<file path="src/rtl/sawrs_pkg.sv">
// Package for the stop-and-wait request sender: types, phase codes,
// register indexes and reset values. No dependencies.
package sawrs_pkg;

    // Default parameter values
    localparam int MAX_PAYLOAD_DEF  = 1024;
    localparam int HEADER_BYTES_DEF = 16;
    localparam int MAC_BYTES_DEF    = 16;
    localparam int US_PER_MS_DEF    = 1000;
    localparam int SEQ_BITS_DEF     = 32;

    // Configuration port
    localparam int CFG_IDX_W  = 3;
    localparam int CFG_DATA_W = 32;

    localparam logic [CFG_IDX_W-1:0] CFG_SEND_TYPE      = 3'd0;
    localparam logic [CFG_IDX_W-1:0] CFG_ACK_TYPE       = 3'd1;
    localparam logic [CFG_IDX_W-1:0] CFG_NACK_TYPE      = 3'd2;
    localparam logic [CFG_IDX_W-1:0] CFG_NEEDS_ACK      = 3'd3;
    localparam logic [CFG_IDX_W-1:0] CFG_PKT_INTERVAL   = 3'd4;
    localparam logic [CFG_IDX_W-1:0] CFG_MAX_RETX       = 3'd5;
    localparam logic [CFG_IDX_W-1:0] CFG_RETX_TIMEOUT   = 3'd6;

    // Register reset values
    localparam logic [7:0]  RST_SEND_TYPE    = 8'd0;
    localparam logic [7:0]  RST_ACK_TYPE     = 8'd0;
    localparam logic [7:0]  RST_NACK_TYPE    = 8'd0;
    localparam logic        RST_NEEDS_ACK    = 1'b1;
    localparam logic [31:0] RST_PKT_INTERVAL = 32'd100000;
    localparam logic [7:0]  RST_MAX_RETX     = 8'd5;
    localparam logic [15:0] RST_RETX_TIMEOUT = 16'd1000;

    // Top three bits of a type byte select its class
    localparam logic [7:0] TYPE_CLASS_MASK = 8'he0;

    // Received message status codes
    localparam logic [1:0] RX_NONE     = 2'd0;
    localparam logic [1:0] RX_VALID    = 2'd1;
    localparam logic [1:0] RX_REPEATED = 2'd2;
    localparam logic [1:0] RX_USED     = 2'd3;

    localparam int PHASE_W = 3;

    typedef enum logic [PHASE_W-1:0] {
        PH_IDLE   = 3'd0,
        PH_ENCODE = 3'd1,
        PH_SEND   = 3'd2,
        PH_WAIT   = 3'd3,
        PH_VERIFY = 3'd4
    } t_phase;

    typedef struct packed {
        logic [63:0] now_us;
        logic [10:0] payload_length;
        logic [1:0]  rx_status;
        logic [7:0]  rx_type;
        logic [31:0] rx_ack_seq;
        logic        rx_mac_ok;
    } t_in_item;

    typedef struct packed {
        logic [PHASE_W-1:0] next_phase;
        logic               consume_rx;
        logic               encode_now;
        logic [31:0]        seq_out;
        logic               transmit_now;
        logic [10:0]        send_length;
        logic               clear_session;
    } t_result;

    // Register file contents; timeout_thr_us is (timeout_ms + 1) * US_PER_MS
    typedef struct packed {
        logic [7:0]  send_type;
        logic [7:0]  ack_type;
        logic [7:0]  nack_type;
        logic        needs_ack;
        logic [31:0] packet_interval_us;
        logic [7:0]  max_retransmissions;
        logic [63:0] timeout_thr_us;
    } t_cfg;

endpackage

</file>
<file path="src/rtl/stop_and_wait_request_sender_top.sv">
// Top level of the stop-and-wait request sender: input register, result register
// and the configuration and sequencer blocks. Depends on sawrs_pkg, sawrs_cfg, sawrs_ctrl.
//
// One input item is one controller step of a stop-and-wait ARQ transmitter and gives
// exactly one result item. An item is captured in an input register, passes through the
// phase sequencer (idle, encode, send, wait, verify) and lands in a result register, so
// the block takes one item per clock cycle while the consumer does not stall the result
// register. Its result is loaded into the result register as the item leaves the input
// register and is held there until taken. The rate is set by the single sequencer pass,
// whose session state (sequence number, send count, last send time, send length)
// advances as each item leaves the input register. Input ready drops only when the input
// register is full and the result register is held by a stalled consumer. Configuration
// writes are always taken, one per cycle; write them only while no item is in flight. The
// retransmit timeout is turned into a microsecond threshold when it is written.
module stop_and_wait_request_sender_top #(
    parameter int MAX_PAYLOAD  = sawrs_pkg::MAX_PAYLOAD_DEF,
    parameter int HEADER_BYTES = sawrs_pkg::HEADER_BYTES_DEF,
    parameter int MAC_BYTES    = sawrs_pkg::MAC_BYTES_DEF,
    parameter int US_PER_MS    = sawrs_pkg::US_PER_MS_DEF,
    parameter int SEQ_BITS     = sawrs_pkg::SEQ_BITS_DEF
) (
    input  logic                             i_clk,
    input  logic                             i_rst_n,
    // configuration write channel
    input  logic                             i_cfg_valid,
    output logic                             o_cfg_ready,
    input  logic [sawrs_pkg::CFG_IDX_W-1:0]  i_cfg_index,
    input  logic [sawrs_pkg::CFG_DATA_W-1:0] i_cfg_data,
    // input item channel
    input  logic                             i_in_valid,
    output logic                             o_in_ready,
    input  logic [63:0]                      i_now_us,
    input  logic [10:0]                      i_payload_length,
    input  logic [1:0]                       i_rx_status,
    input  logic [7:0]                       i_rx_type,
    input  logic [31:0]                      i_rx_ack_seq,
    input  logic                             i_rx_mac_ok,
    // result item channel
    output logic                             o_out_valid,
    input  logic                             i_out_ready,
    output logic [2:0]                       o_next_phase,
    output logic                             o_consume_rx,
    output logic                             o_encode_now,
    output logic [31:0]                      o_seq_out,
    output logic                             o_transmit_now,
    output logic [10:0]                      o_send_length,
    output logic                             o_clear_session
);
    import sawrs_pkg::*;

    t_cfg     cfg;
    t_in_item r_item;
    t_result  step_res, r_res;
    logic     r_in_valid, r_out_valid;
    logic     advance;

    // Move the held item into the result register when that register is free or draining
    assign advance     = r_in_valid && (!r_out_valid || i_out_ready);
    assign o_in_ready  = !r_in_valid || advance;
    assign o_cfg_ready = 1'b1;

    sawrs_cfg #(
        .US_PER_MS(US_PER_MS)
    ) u_cfg (
        .i_clk      (i_clk),
        .i_rst_n    (i_rst_n),
        .i_cfg_valid(i_cfg_valid),
        .i_cfg_index(i_cfg_index),
        .i_cfg_data (i_cfg_data),
        .o_cfg      (cfg)
    );

    sawrs_ctrl #(
        .MAX_PAYLOAD (MAX_PAYLOAD),
        .HEADER_BYTES(HEADER_BYTES),
        .MAC_BYTES   (MAC_BYTES),
        .SEQ_BITS    (SEQ_BITS)
    ) u_ctrl (
        .i_clk  (i_clk),
        .i_rst_n(i_rst_n),
        .i_step (advance),
        .i_item (r_item),
        .i_cfg  (cfg),
        .o_res  (step_res)
    );

    // Input register: valid bit under reset, payload captured on acceptance
    always_ff @(posedge i_clk) begin
        if (!i_rst_n) begin
            r_in_valid <= 1'b0;
        end else if (o_in_ready) begin
            r_in_valid <= i_in_valid;
        end
    end

    always_ff @(posedge i_clk) begin
        if (i_in_valid && o_in_ready) begin
            r_item.now_us         <= i_now_us;
            r_item.payload_length <= i_payload_length;
            r_item.rx_status      <= i_rx_status;
            r_item.rx_type        <= i_rx_type;
            r_item.rx_ack_seq     <= i_rx_ack_seq;
            r_item.rx_mac_ok      <= i_rx_mac_ok;
        end
    end

    // Result register: hold until taken, load on advance
    always_ff @(posedge i_clk) begin
        if (!i_rst_n) begin
            r_out_valid <= 1'b0;
        end else if (advance) begin
            r_out_valid <= 1'b1;
        end else if (i_out_ready) begin
            r_out_valid <= 1'b0;
        end
    end

    always_ff @(posedge i_clk) begin
        if (advance) begin
            r_res <= step_res;
        end
    end

    assign o_out_valid     = r_out_valid;
    assign o_next_phase    = r_res.next_phase;
    assign o_consume_rx    = r_res.consume_rx;
    assign o_encode_now    = r_res.encode_now;
    assign o_seq_out       = r_res.seq_out;
    assign o_transmit_now  = r_res.transmit_now;
    assign o_send_length   = r_res.send_length;
    assign o_clear_session = r_res.clear_session;

`ifndef SYNTHESIS
    // An encode step always hands over to send
    a_encode_to_send: assert property (@(posedge i_clk) disable iff (!i_rst_n)
        (r_out_valid && o_encode_now) |-> (o_next_phase == PH_SEND))
        else $error("encode step did not move to send");

    // Clearing the session sends nothing and drops back to idle
    a_clear_idle: assert property (@(posedge i_clk) disable iff (!i_rst_n)
        (r_out_valid && o_clear_session) |-> (!o_transmit_now && (o_next_phase == PH_IDLE)))
        else $error("clear_session with transmit or without idle");

    // A transmission ends in wait or idle, never elsewhere
    a_transmit_next: assert property (@(posedge i_clk) disable iff (!i_rst_n)
        (r_out_valid && o_transmit_now)
            |-> ((o_next_phase == PH_WAIT) || (o_next_phase == PH_IDLE)))
        else $error("transmit step left to an unexpected phase");

    // A result loaded while the consumer stalls must not be overwritten
    a_no_overrun: assert property (@(posedge i_clk) disable iff (!i_rst_n)
        (r_out_valid && !i_out_ready) |=> (r_out_valid && $stable(r_res)))
        else $error("result register overwritten before it was taken");
`endif

endmodule

</file>
<file path="src/rtl/sawrs_cfg.sv">
// Configuration register file of the stop-and-wait request sender.
// Depends on sawrs_pkg.
module sawrs_cfg #(
    parameter int US_PER_MS = sawrs_pkg::US_PER_MS_DEF
) (
    input  logic                             i_clk,
    input  logic                             i_rst_n,
    input  logic                             i_cfg_valid,
    input  logic [sawrs_pkg::CFG_IDX_W-1:0]  i_cfg_index,
    input  logic [sawrs_pkg::CFG_DATA_W-1:0] i_cfg_data,
    output sawrs_pkg::t_cfg                  o_cfg
);
    import sawrs_pkg::*;

    localparam int UW   = $clog2(US_PER_MS + 1);
    localparam int THRW = 17 + UW;
    localparam logic [63:0] THR_RESET =
        64'((THRW'(RST_RETX_TIMEOUT) + THRW'(1)) * THRW'(US_PER_MS));

    t_cfg        r_cfg;
    logic [16:0] timeout_inc;
    logic [63:0] n_thr;

    // Precompute the elapsed-time threshold so the timeout test is a single compare
    assign timeout_inc = {1'b0, i_cfg_data[15:0]} + 17'd1;
    assign n_thr       = 64'(THRW'(timeout_inc) * THRW'(US_PER_MS));

    always_ff @(posedge i_clk) begin
        if (!i_rst_n) begin
            r_cfg.send_type           <= RST_SEND_TYPE;
            r_cfg.ack_type            <= RST_ACK_TYPE;
            r_cfg.nack_type           <= RST_NACK_TYPE;
            r_cfg.needs_ack           <= RST_NEEDS_ACK;
            r_cfg.packet_interval_us  <= RST_PKT_INTERVAL;
            r_cfg.max_retransmissions <= RST_MAX_RETX;
            r_cfg.timeout_thr_us      <= THR_RESET;
        end else if (i_cfg_valid) begin
            case (i_cfg_index)
                CFG_SEND_TYPE:    r_cfg.send_type           <= i_cfg_data[7:0];
                CFG_ACK_TYPE:     r_cfg.ack_type            <= i_cfg_data[7:0];
                CFG_NACK_TYPE:    r_cfg.nack_type           <= i_cfg_data[7:0];
                CFG_NEEDS_ACK:    r_cfg.needs_ack           <= i_cfg_data[0];
                CFG_PKT_INTERVAL: r_cfg.packet_interval_us  <= i_cfg_data[31:0];
                CFG_MAX_RETX:     r_cfg.max_retransmissions <= i_cfg_data[7:0];
                CFG_RETX_TIMEOUT: r_cfg.timeout_thr_us      <= n_thr;
                default: begin
                end
            endcase
        end
    end

    assign o_cfg = r_cfg;

endmodule

</file>
<file path="src/rtl/sawrs_ctrl.sv">
// Phase sequencer and session state of the stop-and-wait request sender.
// Depends on sawrs_pkg.
module sawrs_ctrl #(
    parameter int MAX_PAYLOAD  = sawrs_pkg::MAX_PAYLOAD_DEF,
    parameter int HEADER_BYTES = sawrs_pkg::HEADER_BYTES_DEF,
    parameter int MAC_BYTES    = sawrs_pkg::MAC_BYTES_DEF,
    parameter int SEQ_BITS     = sawrs_pkg::SEQ_BITS_DEF
) (
    input  logic                i_clk,
    input  logic                i_rst_n,
    input  logic                i_step,
    input  sawrs_pkg::t_in_item i_item,
    input  sawrs_pkg::t_cfg     i_cfg,
    output sawrs_pkg::t_result  o_res
);
    import sawrs_pkg::*;

    localparam int CW = (SEQ_BITS > 32) ? SEQ_BITS : 32;
    localparam int LW = 18;

    t_phase              r_phase, n_phase;
    logic [SEQ_BITS-1:0] r_seq, n_seq;
    logic [7:0]          r_tx_count, n_tx_count;
    logic [63:0]         r_last_send, n_last_send;
    logic [10:0]         r_msg_len, n_msg_len;

    logic        rx_valid, rx_fresh, same_class, rate_hold, timed_out;
    logic        seq_match, at_limit;
    logic [63:0] elapsed;
    logic [LW-1:0] plen_clamped, len_sum;
    logic        consume, encode, transmit, clear;

    assign rx_valid   = (i_item.rx_status == RX_VALID);
    assign rx_fresh   = rx_valid || (i_item.rx_status == RX_REPEATED);
    assign same_class = ((i_item.rx_type & TYPE_CLASS_MASK)
                         == (i_cfg.send_type & TYPE_CLASS_MASK));
    assign elapsed    = i_item.now_us - r_last_send;
    assign rate_hold  = !i_cfg.needs_ack && (elapsed <= {32'd0, i_cfg.packet_interval_us});
    assign timed_out  = (elapsed >= i_cfg.timeout_thr_us);
    assign seq_match  = (CW'(r_seq) == CW'(i_item.rx_ack_seq)) && i_item.rx_mac_ok;
    assign at_limit   = (r_tx_count >= i_cfg.max_retransmissions);

    assign plen_clamped = (LW'(i_item.payload_length) > LW'(MAX_PAYLOAD))
                          ? LW'(MAX_PAYLOAD) : LW'(i_item.payload_length);
    assign len_sum      = plen_clamped + LW'(HEADER_BYTES) + LW'(MAC_BYTES);

    // Next phase
    always_comb begin
        n_phase = PH_IDLE;
        case (r_phase)
            PH_IDLE: begin
                if (!rate_hold && (i_item.payload_length != 11'd0)) begin
                    n_phase = PH_ENCODE;
                end
            end
            PH_ENCODE: n_phase = PH_SEND;
            PH_SEND: begin
                if (!at_limit && i_cfg.needs_ack) begin
                    n_phase = PH_WAIT;
                end
            end
            PH_WAIT: begin
                n_phase = PH_WAIT;
                if (timed_out) begin
                    n_phase = PH_SEND;
                end else if (rx_valid && (i_item.rx_type == i_cfg.ack_type)) begin
                    n_phase = PH_VERIFY;
                end else if (rx_valid && (i_item.rx_type == i_cfg.nack_type) && seq_match) begin
                    n_phase = PH_SEND;
                end
            end
            PH_VERIFY: n_phase = seq_match ? PH_IDLE : PH_WAIT;
            default:   n_phase = PH_IDLE;
        endcase
    end

    // Flags and session state updates
    always_comb begin
        consume     = 1'b0;
        encode      = 1'b0;
        transmit    = 1'b0;
        clear       = 1'b0;
        n_seq       = r_seq;
        n_tx_count  = r_tx_count;
        n_last_send = r_last_send;
        n_msg_len   = r_msg_len;
        case (r_phase)
            PH_IDLE: begin
                consume = rx_fresh && same_class;
                if (!rate_hold && (i_item.payload_length != 11'd0)) begin
                    n_msg_len = len_sum[10:0];
                end
            end
            PH_ENCODE: begin
                n_seq      = r_seq + SEQ_BITS'(1);
                n_tx_count = 8'd0;
                encode     = 1'b1;
            end
            PH_SEND: begin
                if (at_limit) begin
                    clear = 1'b1;
                end else begin
                    transmit    = 1'b1;
                    n_tx_count  = r_tx_count + 8'd1;
                    n_last_send = i_item.now_us;
                end
            end
            PH_WAIT: begin
                if (timed_out) begin
                    consume = 1'b0;
                end else if (rx_valid && (i_item.rx_type == i_cfg.ack_type)) begin
                    consume = 1'b0;
                end else if (rx_valid && (i_item.rx_type == i_cfg.nack_type)) begin
                    consume = 1'b1;
                end else begin
                    consume = rx_fresh && same_class;
                end
            end
            PH_VERIFY: consume = 1'b1;
            default: begin
            end
        endcase
    end

    always_ff @(posedge i_clk) begin
        if (!i_rst_n) begin
            r_phase     <= PH_IDLE;
            r_seq       <= '0;
            r_tx_count  <= 8'd0;
            r_last_send <= 64'd0;
            r_msg_len   <= 11'd0;
        end else if (i_step) begin
            r_phase     <= n_phase;
            r_seq       <= n_seq;
            r_tx_count  <= n_tx_count;
            r_last_send <= n_last_send;
            r_msg_len   <= n_msg_len;
        end
    end

    assign o_res.next_phase    = n_phase;
    assign o_res.consume_rx    = consume;
    assign o_res.encode_now    = encode;
    assign o_res.seq_out       = 32'(n_seq);
    assign o_res.transmit_now  = transmit;
    assign o_res.send_length   = n_msg_len;
    assign o_res.clear_session = clear;

endmodule
</file>
<file path="config.mk">
export PLATFORM = sky130hd
export DESIGN_NAME = stop_and_wait_request_sender_top
export DESIGN_NICKNAME = d
export VERILOG_FILES = /design/src/rtl/sawrs_pkg.sv /design/src/rtl/stop_and_wait_request_sender_top.sv /design/src/rtl/sawrs_cfg.sv /design/src/rtl/sawrs_ctrl.sv
export SDC_FILE = /design/constraint.sdc
export NUM_CORES = 1
export LEC_CHECK = 0
export BUFFER_PORTS_ARGS = -buffer_cell sky130_fd_sc_hd__buf_2
export CAP_MARGIN = 5
export CORE_MARGIN = 2
export CORE_UTILIZATION = 50
export CTS_BUF_LIST = sky130_fd_sc_hd__clkbuf_4 sky130_fd_sc_hd__clkbuf_8 sky130_fd_sc_hd__clkbuf_16
export DETAILED_ROUTE_END_ITERATION = 16
export GPL_TIMING_DRIVEN = 0
export PLACE_DENSITY = 0.69
export SLEW_MARGIN = 20
export SYNTH_ARGS = -nofsm -noshare
export SYNTH_HDL_FRONTEND = slang
export SYNTH_SLANG_ARGS = --single-unit
</file>
<file path="constraint.sdc">
create_clock -name i_clk -period 14.45 [get_ports i_clk]
set_clock_uncertainty 0.15 [all_clocks]
set_input_delay 0.7225 -clock i_clk [delete_from_list [all_inputs] [get_ports i_clk]]
set_output_delay 0.7225 -clock i_clk [all_outputs]
set_load 0.01 [all_outputs]
</file>
==> impl_results.md <==
- Final worst path period share: between 40% and 50%
- Cell count after synthesis: about 2500
- Synth top area cells: edfxtp_1, dfxtp_1, ha_1
- Final Hold Vio Count: 0
- Vias: 18700
- GR Util All Layers: around a quarter
- Root buf cell: clkbuf_16
- Crit Reg-Reg Startpoint: r_item[54]
- Slew @ Worst Pin: 1.01 ns
- Crit start category: input pin
- Flip-flop and latch area: just over 9000 um2
- Drt first pass iters: 5
- Share of the yosys chip area belonging to registers: between 30% and 40%
- PD cells: about 120 nW/um2
- HP Class: input pin to flip-flop
- Clk buf depth: 3
- Number of I/O pins: approximately 210
- Critical hold path startpoint: i_rx_ack_seq[18]
- Row cnt: 78
- Synthesized flop and latch total: between 300 and 400
- Latest clock arrival within the worst-skew pair: around 0.58 ns
- Post-synth top area cell: edfxtp_1
- Layout Nets: 3149
- Maximum vdd drop: approximately 0.12 mV
- RSZ-0062 raised after global routing: no
- Die ar.: about 48000 um2
- DIE WIDTH: roughly 220 um
- Slew Viols, Final: 0
- Num Clock Sinks: 372
- Top cells by count, synth: nand2_1, a21oi_1, inv_1
- Syn_area_per_cell: 9.20 um2
- CTS H-tree depth: 2
- First-pass GRT wire length: between 90000 and 100000 um
- Hold Path Sink: r_item[19]
- Reg2reg end: o_send_length[1]
- TritonCTS Buffers: 41
- Remaining global-route overflow: 0
- Layout Utilization: between 50% and 60%
- Fmax: roughly 150 MHz
- Die Height: around 220 um
- EDFF count, synth: approximately 170
- Filler instances: approximately 4000
- Worst Reg2Reg Path Length in Cells: 24
- Area Overhead vs Synth: 14.4%
- Initial Util: around 50%
- WHS: ~0.16 ns
- Count leader, synth: nand2_1
- Port bufs: between 200 and 250
- Cell repeated most along the worst path: fa_1
- DRT iter0 DRCs: roughly 1200
- Number of global-route vias before repair: ~18000
- RePlAce Congestion: a little under 1
- Postcts setup bufs: 0
- Top-area cell type share of the netlist area: a little over a fifth
- Crit Path Max Fanout: 10
- HPWL Detailed: 46000 um
- Post-route setup TNS: 0 ns
- Synth Warn #: 0
- Async SR Flop Fraction: 0%
- CP max stage cell: fa_1
- Minimum clock period: between 6 and 7 ns
- Cell area after synthesis: around 23000 um2
- CP cell instances: buf_2, clkbuf_1, nand2_1, nor2b_1, xor2_1, inv_1, fa_1, inv_1, fa_1, fa_1, fa_1, ha_1, a21oi_1, o21ai_0, a211oi_1, o31ai_1, o21ai_0, nand2b_1, a21oi_1, o21ai_0, nand4b_1, o211ai_1
- Synth Net Count: ~2900
- Relative slew slack: 32.5%
- Status: finished, final reports clean
- Fraction of layout cells with a size suffix above 1: around an eighth
- Clock slew at reported path FFs: ~0.060 ns
- Kind of end point of the critical path: flip-flop
- Worst endpoint required time: roughly 15 ns
- Pin count of the biggest net entering global routing: 59
- Total wire length: 58900 um
- Max cap viols: 0
- Hold depth: 1
- Multi-input logic area: around 13000 um2
- Worst Setup Path Type: input pin to flip-flop
- LEAKAGE: about 0.011 uW
- CTS tree: built
- Setup slack, reg-to-reg: 8.86 ns
- Setup violations, final: 0
- Ys flop type: dfxtp_1
- Yosys cell types: 95
- Worst setup path startpoint: i_cfg_data[0]
- Max incr delay on CP: ~0.58 ns
- Drc violations: 0
- Core area: approximately 45000 um2
- Post_cts resized: 0
- Post-CTS Hold Buffers: 0
- Initial antenna violation count: 3
- Vias per cell: about 5.5
- DRT antenna net count: 0
- Arr. time, crit path: 6.79 ns
- Drt wl/cell: approximately 17 um
[metrics by stage]
step | std cells | total power [uW] | worst slack [ns] | cell area (um2)
floorplan | 2495 | 1880 | 8.35 | 23000
detailed placement | 3304 | 2100 | 7.42 | 24800
CTS | 3380 | 3210 | 8.01 | 26300
global route | 3382 | 3380 | 7.53 | 26300
finish | 3384 | 3190 | 7.96 | 26300
global placement | 3300 | 2080 | 7.50 | 24700
[metal layers]
metal  track usage [%]  share of wire, %
met3              3.28               5.3
met1              32.8                45
met4              9.57               3.4
met5             0.104             0.019
met2              40.4                46
[worst max-delay path, delay by kind of cell]
family / cells / cell delay, ns
xor+xnor: 1 / 0.46
compound gates: 8 / 1.63
simple gates: 4 / 0.64
fa+ha+maj: 5 / 2.44
buf+inv: 4 / 0.91
[sequential cells by signal (all words and copies together), names as in the netlist]
| signal | cells |
|---|---|
| o_clear_session | 1 |
| o_consume_rx | 1 |
| o_encode_now | 1 |
| o_next_phase | 3 |
| o_out_valid | 1 |
| o_send_length | 11 |
| o_seq_out | 32 |
| o_transmit_now | 1 |
| r_in_valid | 1 |
| r_item | 118 |
| u_cfg.o_cfg | 84 |
| u_ctrl.r_last_send | 64 |
| u_ctrl.r_msg_len | 11 |
| u_ctrl.r_phase | 3 |
| u_ctrl.r_seq | 32 |
| u_ctrl.r_tx_count | 8 |
[worst max-delay path by stage]
stage	endpoint	cells after the start
after floorplan	u_cfg.o_cfg[25]	20
after global placement	u_cfg.o_cfg[25]	20
after detailed placement	u_cfg.o_cfg[25]	20
after CTS	u_cfg.o_cfg[25]	20
after global routing	u_cfg.o_cfg[22]	21
final	u_cfg.o_cfg[25]	22
[cell usage in the layout (no fill, tap or decap), types with 9 or more instances in the layout]
cell	synthesis	final
buf_2	14	220
o21ai_0	86	86
dfxtp_1	204	204
a21o_1	59	59
or3_1	16	16
nor4_1	15	14
nor3_1	41	41
edfxtp_1	168	168
mux2i_1	15	15
nor2_1	125	124
clkbuf_1	84	83
and3_1	29	29
inv_1	208	208
nand2b_1	21	21
ha_1	186	186
clkbuf_16	0	41
mux2_4	9	9
fa_1	58	58
and2_1	13	12
nand4_1	43	43
nand2_1	376	376
o21a_1	12	12
nor2b_1	18	18
xnor2_1	94	94
o21bai_1	18	18
nand3_1	60	60
o211ai_1	26	26
a21oi_1	252	252
xor2_1	94	94
a31oi_1	12	12
[cells by family after synthesis]
group / after synthesis / share of synthesized area, %
flip-flops: 372 / 39.8
AND/OR/NAND/NOR: 793 / 16.1
AO/OA/AOI/OAI: 555 / 15.0
multiplexers: 29 / 1.49
other: 1 / 0.0163
buffers and inverters: 313 / 5.27
XOR/XNOR: 188 / 7.17
adder cells (fa/ha/maj): 244 / 15.2
[power breakdown]
group / total [uW] / internal [uW] / switching, uW
clock network: 1100 / 657 / 447
registers: 1170 / 1140 / 24.2
logic: 916 / 390 / 526
[layout make-up]
cell class / count / share of cell area (%)
multi-input combinational: 1810 / 48.1
tap: 600 / 2.86
antenna: 4 / 0.0381
clock buffer: 49 / 4.16
clock inverter: 27 / 1.32
timing repair buffer: 209 / 4.18
buffer: 103 / 1.62
sequential: 372 / 34.7
inverter: 210 / 3.00
Power figures use the tool's default switching activity.
